[src/sv/uer_pkg.sv]
// package for the ultrasonic echo ranger: phase codes, register map,
// reset values and the centimetre divisor; no dependencies
`timescale 1ns / 1ps

package uer_pkg;

   localparam int unsigned COUNTER_WIDTH_DEF = 16;
   localparam int unsigned CM_DIVISOR        = 58;
   localparam int unsigned REM_WIDTH         = $clog2(CM_DIVISOR);

   localparam int unsigned DIST_WIDTH    = 11;
   localparam int unsigned TRIG_WIDTH    = 8;
   localparam int unsigned TIMEOUT_WIDTH = 16;
   localparam int unsigned ADDR_WIDTH    = 4;
   localparam int unsigned DATA_WIDTH    = 32;

   localparam logic [DIST_WIDTH-1:0]    MAX_DIST_RST = DIST_WIDTH'(400);
   localparam logic [TRIG_WIDTH-1:0]    TRIG_RST     = TRIG_WIDTH'(12);
   localparam logic [TIMEOUT_WIDTH-1:0] TIMEOUT_RST  = TIMEOUT_WIDTH'(30000);

   typedef enum logic [1:0] {
      REG_MAX_DIST = 2'd0,
      REG_TRIG     = 2'd1,
      REG_TIMEOUT  = 2'd2,
      REG_NONE     = 2'd3
   } reg_index_type;

   typedef enum logic [1:0] {
      PH_IDLE = 2'd0,
      PH_TRIG = 2'd1,
      PH_RISE = 2'd2,
      PH_FALL = 2'd3
   } phase_type;

endpackage

[src/sv/uer_req_if.sv]
// input channel of the echo ranger: one word per microsecond tick
// depends on nothing
`timescale 1ns / 1ps

interface uer_req_if;
   logic valid;
   logic ready;
   logic start_req;
   logic echo;

   modport source (output valid, output start_req, output echo, input ready);
   modport sink   (input valid, input start_req, input echo, output ready);
endinterface

[src/sv/uer_rsp_if.sv]
// result channel of the echo ranger: one word per accepted tick
// depends on uer_pkg for field widths
`timescale 1ns / 1ps

interface uer_rsp_if;
   logic                           valid;
   logic                           ready;
   logic                           trigger;
   logic                           busy_res;
   logic                           done_res;
   logic                           timed_out;
   logic [uer_pkg::DIST_WIDTH-1:0] distance_cm;

   modport source (output valid, output trigger, output busy_res, output done_res,
                   output timed_out, output distance_cm, input ready);
   modport sink   (input valid, input trigger, input busy_res, input done_res,
                   input timed_out, input distance_cm, output ready);
endinterface

[src/sv/ultrasonic_echo_ranger_unit.sv]
// top level of the ultrasonic echo ranger: trigger sequencer, tick counter,
// running centimetre count and apb register file
// depends on uer_pkg, uer_req_if and uer_rsp_if
//
//   channel   kind        signals                                    word
//   req       valid/ready start_req, echo                            one tick
//   rsp       valid/ready trigger, busy_res, done_res, timed_out,    one per tick
//                         distance_cm
//   csr       apb         psel, penable, pwrite, paddr, pwdata,      32-bit regs
//                         prdata, pready
//
// one tick per cycle unless stalled; its result is in the output reg the next cycle
// the tick logic is one pass from the accepted word and the state into that register
// centimetres are counted during the echo (a mod-58 prescaler), so no divider is used
// req ready is low only while a result is held and rsp ready is low
// reset is synchronous and active high; registers return to 400, 12 and 30000 cm/ticks
`timescale 1ns / 1ps

module ultrasonic_echo_ranger_unit #(
   parameter int unsigned COUNTER_WIDTH = uer_pkg::COUNTER_WIDTH_DEF
) (
   input  logic                           clock,
   input  logic                           reset,
   uer_req_if.sink                        req,
   uer_rsp_if.source                      rsp,
   input  logic                           psel,
   input  logic                           penable,
   input  logic                           pwrite,
   input  logic [uer_pkg::ADDR_WIDTH-1:0] paddr,
   input  logic [uer_pkg::DATA_WIDTH-1:0] pwdata,
   output logic [uer_pkg::DATA_WIDTH-1:0] prdata,
   output logic                           pready
);
   import uer_pkg::*;

   logic [DIST_WIDTH-1:0]    max_dist_ff;
   logic [TRIG_WIDTH-1:0]    trig_len_ff;
   logic [TIMEOUT_WIDTH-1:0] timeout_ff;
   reg_index_type            reg_sel;
   logic                     csr_write;

   phase_type                phase_ff, phase_in;
   logic [TRIG_WIDTH-1:0]    trig_cnt_ff, trig_cnt_in;
   logic [COUNTER_WIDTH-1:0] tick_cnt_ff, tick_cnt_in;
   logic [REM_WIDTH-1:0]     rem_ff, rem_in;
   logic [DIST_WIDTH-1:0]    cm_ff, cm_in;
   logic                     echo_prev_ff;

   logic                     rsp_valid_ff;
   logic                     rsp_trig_ff, rsp_trig_in;
   logic                     rsp_busy_ff;
   logic                     rsp_done_ff, rsp_done_in;
   logic                     rsp_tmo_ff, rsp_tmo_in;
   logic [DIST_WIDTH-1:0]    rsp_dist_ff, rsp_dist_in;

   logic                     take;
   logic                     rising;
   logic                     falling;
   logic [TRIG_WIDTH-1:0]    trig_len;

   // register file
   assign reg_sel   = reg_index_type'(paddr[3:2]);
   assign csr_write = psel && penable && pwrite;
   assign pready    = 1'b1;

   always_ff @(posedge clock) begin
      if (reset) begin
         max_dist_ff <= MAX_DIST_RST;
         trig_len_ff <= TRIG_RST;
         timeout_ff  <= TIMEOUT_RST;
      end else if (csr_write) begin
         case (reg_sel)
            REG_MAX_DIST: max_dist_ff <= pwdata[DIST_WIDTH-1:0];
            REG_TRIG:     trig_len_ff <= pwdata[TRIG_WIDTH-1:0];
            REG_TIMEOUT:  timeout_ff  <= pwdata[TIMEOUT_WIDTH-1:0];
            default: ;
         endcase
      end
   end

   always_comb begin
      case (reg_sel)
         REG_MAX_DIST: prdata = DATA_WIDTH'(max_dist_ff);
         REG_TRIG:     prdata = DATA_WIDTH'(trig_len_ff);
         REG_TIMEOUT:  prdata = DATA_WIDTH'(timeout_ff);
         default:      prdata = '0;
      endcase
   end

   // tick logic
   assign take      = req.valid && req.ready;
   assign req.ready = !rsp_valid_ff || rsp.ready;
   assign rising    = req.echo && !echo_prev_ff;
   assign falling   = !req.echo && echo_prev_ff;
   assign trig_len  = (trig_len_ff == '0) ? TRIG_WIDTH'(1) : trig_len_ff;

   always_comb begin
      phase_in    = phase_ff;
      trig_cnt_in = trig_cnt_ff;
      tick_cnt_in = tick_cnt_ff;
      rem_in      = rem_ff;
      cm_in       = cm_ff;
      rsp_trig_in = 1'b0;
      rsp_done_in = 1'b0;
      rsp_tmo_in  = 1'b0;
      rsp_dist_in = '0;

      if (phase_in == PH_IDLE && req.start_req) begin
         phase_in    = PH_TRIG;
         trig_cnt_in = '0;
      end

      if (phase_in == PH_TRIG) begin
         rsp_trig_in = 1'b1;
         trig_cnt_in = trig_cnt_in + TRIG_WIDTH'(1);
         if (trig_cnt_in >= trig_len) begin
            phase_in    = PH_RISE;
            tick_cnt_in = '0;
         end
      end else if (phase_in != PH_IDLE) begin
         if (phase_in == PH_RISE) begin
            if (rising) begin
               phase_in = PH_FALL;
               rem_in   = '0;
               cm_in    = '0;
            end
         end else if (falling) begin
            rsp_done_in = 1'b1;
            rsp_dist_in = (cm_ff > max_dist_ff) ? max_dist_ff : cm_ff;
            phase_in    = PH_IDLE;
         end
         if (phase_in != PH_IDLE) begin
            tick_cnt_in = tick_cnt_in + COUNTER_WIDTH'(1);
            if (rem_in == REM_WIDTH'(CM_DIVISOR - 1)) begin
               rem_in = '0;
               cm_in  = cm_in + DIST_WIDTH'(1);
            end else begin
               rem_in = rem_in + REM_WIDTH'(1);
            end
            if (tick_cnt_in >= COUNTER_WIDTH'(timeout_ff)) begin
               rsp_done_in = 1'b1;
               rsp_tmo_in  = 1'b1;
               rsp_dist_in = max_dist_ff;
               phase_in    = PH_IDLE;
            end
         end
      end
   end

   always_ff @(posedge clock) begin
      if (reset) begin
         phase_ff     <= PH_IDLE;
         trig_cnt_ff  <= '0;
         tick_cnt_ff  <= '0;
         rem_ff       <= '0;
         cm_ff        <= '0;
         echo_prev_ff <= 1'b0;
      end else if (take) begin
         phase_ff     <= phase_in;
         trig_cnt_ff  <= trig_cnt_in;
         tick_cnt_ff  <= tick_cnt_in;
         rem_ff       <= rem_in;
         cm_ff        <= cm_in;
         echo_prev_ff <= req.echo;
      end
   end

   // output register
   always_ff @(posedge clock) begin
      if (reset) begin
         rsp_valid_ff <= 1'b0;
      end else if (take) begin
         rsp_valid_ff <= 1'b1;
      end else if (rsp.ready) begin
         rsp_valid_ff <= 1'b0;
      end
   end

   always_ff @(posedge clock) begin
      if (take) begin
         rsp_trig_ff <= rsp_trig_in;
         rsp_busy_ff <= (phase_in != PH_IDLE);
         rsp_done_ff <= rsp_done_in;
         rsp_tmo_ff  <= rsp_tmo_in;
         rsp_dist_ff <= rsp_dist_in;
      end
   end

   assign rsp.valid       = rsp_valid_ff;
   assign rsp.trigger     = rsp_trig_ff;
   assign rsp.busy_res    = rsp_busy_ff;
   assign rsp.done_res    = rsp_done_ff;
   assign rsp.timed_out   = rsp_tmo_ff;
   assign rsp.distance_cm = rsp_dist_ff;

endmodule

[src/flat_wrapper.sv]
// flat-port wrapper written by rule: the top's interface ports become plain ports
module ultrasonic_echo_ranger_unit_flat import uer_pkg::*;
#(
   parameter int unsigned COUNTER_WIDTH = uer_pkg::COUNTER_WIDTH_DEF
)
  (clock, reset, psel, penable, pwrite, paddr, pwdata, prdata, pready, req_valid, req_start_req, req_echo, req_ready, rsp_valid, rsp_trigger, rsp_busy_res, rsp_done_res, rsp_timed_out, rsp_distance_cm, rsp_ready);
  uer_req_if req_i ();
  uer_rsp_if rsp_i ();
  input  logic clock;
  input  logic reset;
  input  logic psel;
  input  logic penable;
  input  logic pwrite;
  input  logic [uer_pkg::ADDR_WIDTH-1:0] paddr;
  input  logic [uer_pkg::DATA_WIDTH-1:0] pwdata;
  output logic [uer_pkg::DATA_WIDTH-1:0] prdata;
  output logic pready;
  input wire logic [$bits(req_i.valid)-1:0] req_valid;
  input wire logic [$bits(req_i.start_req)-1:0] req_start_req;
  input wire logic [$bits(req_i.echo)-1:0] req_echo;
  output wire logic [$bits(req_i.ready)-1:0] req_ready;
  output wire logic [$bits(rsp_i.valid)-1:0] rsp_valid;
  output wire logic [$bits(rsp_i.trigger)-1:0] rsp_trigger;
  output wire logic [$bits(rsp_i.busy_res)-1:0] rsp_busy_res;
  output wire logic [$bits(rsp_i.done_res)-1:0] rsp_done_res;
  output wire logic [$bits(rsp_i.timed_out)-1:0] rsp_timed_out;
  output wire logic [$bits(rsp_i.distance_cm)-1:0] rsp_distance_cm;
  input wire logic [$bits(rsp_i.ready)-1:0] rsp_ready;
  assign req_i.valid = req_valid;
  assign req_i.start_req = req_start_req;
  assign req_i.echo = req_echo;
  assign req_ready = req_i.ready;
  assign rsp_valid = rsp_i.valid;
  assign rsp_trigger = rsp_i.trigger;
  assign rsp_busy_res = rsp_i.busy_res;
  assign rsp_done_res = rsp_i.done_res;
  assign rsp_timed_out = rsp_i.timed_out;
  assign rsp_distance_cm = rsp_i.distance_cm;
  assign rsp_i.ready = rsp_ready;
  ultrasonic_echo_ranger_unit #(.COUNTER_WIDTH(COUNTER_WIDTH)) u_core (.clock(clock), .reset(reset), .req(req_i), .rsp(rsp_i), .psel(psel), .penable(penable), .pwrite(pwrite), .paddr(paddr), .pwdata(pwdata), .prdata(prdata), .pready(pready));
endmodule
[config.mk]
export PLATFORM = sky130hd
export DESIGN_NAME = ultrasonic_echo_ranger_unit_flat
export DESIGN_NICKNAME = d
export VERILOG_FILES = /design/src/sv/uer_pkg.sv /design/src/sv/uer_req_if.sv /design/src/sv/uer_rsp_if.sv /design/src/sv/ultrasonic_echo_ranger_unit.sv /design/src/flat_wrapper.sv
export SDC_FILE = /design/constraint.sdc
export NUM_CORES = 1
export LEC_CHECK = 0
export CAP_MARGIN = 5
export CORE_MARGIN = 2
export CORE_UTILIZATION = 50
export DETAILED_ROUTE_END_ITERATION = 7
export DONT_BUFFER_PORTS = 1
export SLEW_MARGIN = 20
export SYNTH_ARGS = -nofsm -noshare
export SYNTH_HDL_FRONTEND = slang
export SYNTH_SLANG_ARGS = --single-unit
[constraint.sdc]
create_clock -name clock -period 4.3 [get_ports clock]
set_clock_uncertainty 0.1 [all_clocks]
set_input_delay 0.43 -clock clock [delete_from_list [all_inputs] [get_ports clock]]
set_output_delay 0.43 -clock clock [all_outputs]
set_load 0.01 [all_outputs]
==> results.ini <==
[outcome]
outcome=finished clean

[yosys]
synth_top_area_frac=0.283
yosysWarnings=0
ys_seq_elements=95
yosysMostFrequentCell=nand2_1
synthTopCellsByArea=dfxtp_1 28%, ha_1 8.9%, edfxtp_1 8.0%
synth_area_per_cell_um2=8.32
seq_area_frac_synth=0.363
synth_cell_types=61
synth_area_um2=5650
yosysTopAreaCell=dfxtp_1
syn_inst=679
async_flop_share=0
synth_common_cells=87 x nand2_1, 83 x nor2_1, 80 x dfxtp_1
synth-edff-count=15
synth_top_flop_cell=dfxtp_1

[final_layout]
drive_gt1_frac=0.0580
area_growth_pct=6.13
num_antenna_cells=0
nets=752

[worst_setup_path]
crit_path_start_kind=register
cp.required_ns=4.28
cpLargestDelayFamily=simple AND/OR/NAND/NOR gates
crit_chain=ha_1 > nand3_1 > nor3_1 > and3_1 > xor2_1 > ha_1 > and4_1 > a22oi_1 > nand3_4 > a22oi_4 > mux2i_1 > nor2_1
cp.arrival_ns=3.84
critPathBufInv=0
path_max_fanout=11
cp_slowest_cell=a22oi_4
crit_path_max_incr_delay_ns=0.48
criticalPathCategory=register to register
end_kind=register
cp_common_cell=ha_1

[floorplan]
die-height_um=110
dieWidth_um=110
io_pins=95
initial_utilization=0.517
dieArea_um2=12200
rows=38
core_um2=10900

[timing]
finalMaxSlewViolations=0
slew_headroom=0.452
hold_viol=0
rsz0062_at_grt=no
final.setup.tns_ns=0
fin_ws_ns=0.447
worst_pin_slew_ns=0.816
period_share=0.896
setup_viol=0
finalCriticalPeriod_ns=3.85
max_freq_ghz=0.260

[routing]
drcViolationCount=0
firstDrtPassIters=5
num_vias=4613
wirelength_um=13600
wire_per_inst_um=16.8
ant_nets=0
via_per_inst=5.68
drt_iter0_markers=385

[grt]
grt_pass1_vias=4377
grt_max_degree=81
antenna_found_initial=0
grt_usage=0.240
grt_pass1_wl_um=22300
grt_overflow=0

[clocking]
hold_buffers=0
cts_tree=built
h-tree-depth=3
numCtsBuffers=9
cts.sinks=95
insertion_delay_ns=0.35
clk_pin_slew_ns=0.06
cts-root-buf=clkbuf_16
clk_path_buf_depth=2

[placed_design]
pre_cts_slack_ns=0.316
place.port_buffers=0
finalWeightedCongestion=0.850
hpwl_um=10000

[run]
maxCapViolations=0

[power_and_ir_drop]
power_uw=1860
p_per_area_nw_per_um2=311
vdd_drop_max_uv=232
cellLeakagePower_uw=0.00248

[min_path]
min_path_type=input port to register

[kinds of logic after synthesis]
logic type / share of synthesized area
AOI/OAI and AO/OA: 0.153
xor gates and xnor gates: 0.0403
adders and majority gates: 0.0903
buffers and inverters: 0.0708
DFF: 0.363
muxes: 0.0496
other: 0.00133
and+or+nand+nor: 0.231
[per-stage QoR]
step	instances	hold slack (ns)	util	cell area, um2
5_1_grt	812	0.0455	0.549	6000
3_5_place_dp	796	0.348	0.520	5680
4_1_cts	812	0.0352	0.548	5990
2_1_floorplan	694	0.332	-	5710
6_report	812	0.0489	0.549	6000
3_3_place_gp	796	0.334	0.520	5680
[sequential cells by signal, summed over array words and instances (netlist names)]
| register | count |
|---|---|
| u_core.echo_prev_ff | 1 |
| u_core.trig_cnt_ff | 8 |
| u_core.trig_len_ff | 8 |
| u_core.rsp.valid | 1 |
| u_core.rsp.timed_out | 1 |
| u_core.rsp.distance_cm | 11 |
| u_core.cm_ff | 11 |
| u_core.max_dist_ff | 11 |
| u_core.timeout_ff | 16 |
| u_core.rsp.busy_res | 1 |
| u_core.tick_cnt_ff | 16 |
| u_core.rsp.trigger | 1 |
| u_core.rsp.done_res | 1 |
| u_core.phase_ff | 2 |
| u_core.rem_ff | 6 |
[cell usage in the layout, fill, tap and decap left out, types with 3 or more instances in the layout]
master / Yosys / final
nand3_1: 14 / 14
o211ai_1: 3 / 3
inv_1: 38 / 38
nand3b_1: 7 / 7
and3_1: 7 / 7
nand4_1: 11 / 11
ha_1: 40 / 40
nor2b_1: 5 / 5
buf_4: 19 / 6
a211o_1: 13 / 13
xor2_1: 11 / 11
nand2b_1: 6 / 6
nor3_1: 6 / 6
conb_1: 2 / 17
a21o_1: 6 / 6
a22oi_1: 9 / 9
and4_1: 4 / 4
nand2_1: 87 / 87
dfxtp_1: 80 / 80
clkbuf_16: 0 / 10
a31oi_1: 4 / 4
a311oi_1: 3 / 3
or3_1: 5 / 5
edfxtp_1: 15 / 15
and2_1: 10 / 10
nor2_1: 83 / 83
o21ai_0: 36 / 36
mux2i_1: 28 / 28
a21oi_1: 50 / 50
xnor2_1: 15 / 15
nor2_2: 3 / 3
[per-layer routing]
| layer | routed length (um) | share of wire | global-route usage | vias up |
|---|---|---|---|---|
| li1 | - | - | - | 2305 |
| met1 | 6130 | 0.45 | 0.305 | 2173 |
| met2 | 6620 | 0.49 | 0.400 | 117 |
| met3 | 563 | 0.041 | 0.0441 | 18 |
| met4 | 322 | 0.024 | 0.102 | 0 |
| met5 | 0 | 0 | 0 | - |
[worst register-to-register path, stage by stage, from the launching register on]
cell     delay (ns)
dfxtp_1        0.37
ha_1           0.24
nand3_1        0.22
nor3_1         0.36
and3_1         0.26
xor2_1         0.23
ha_1           0.27
and4_1         0.22
a22oi_1        0.32
nand3_4        0.19
a22oi_4        0.48
mux2i_1        0.27
nor2_1         0.06
[report_power, final]
| group | internal, uW | total (uW) | switching, uW |
|---|---|---|---|
| logic | 28.7 | 87.2 | 58.5 |
| registers | 917 | 932 | 14.3 |
| clock network | 501 | 844 | 344 |
[final timing paths]
path / slack, ns / startpoint / end / depth (start not counted)
setup / recovery: 0.45 / u_core.tick_cnt_ff[1] / u_core.rsp.distance_cm[7] / 12
setup reg to reg: 0.45 / u_core.tick_cnt_ff[1] / u_core.rsp.distance_cm[7] / 12
hold reg to reg: 0.36 / u_core.rem_ff[1] / u_core.rem_ff[1] / 2
hold / removal: 0.05 / reset / u_core.rsp.valid / 1
[area by class of cell]
cell class | count | area (um2)
fillers | 1026 | 4940
multi-input cells | 515 | 3260
flip-flops and latches | 95 | 2050
clock buffers | 13 | 272
well taps | 140 | 175
inverters | 40 | 150
repair buffers | 6 | 45.0
clock inverters | 3 | 40.0
[repair_timing]
item / CTS / global route
endpoints found under the setup margin: 0 / 5
buffers inserted: 0 / 0
resized for setup: 0 / 1
Note: power is estimated with default switching activity, not from simulation.
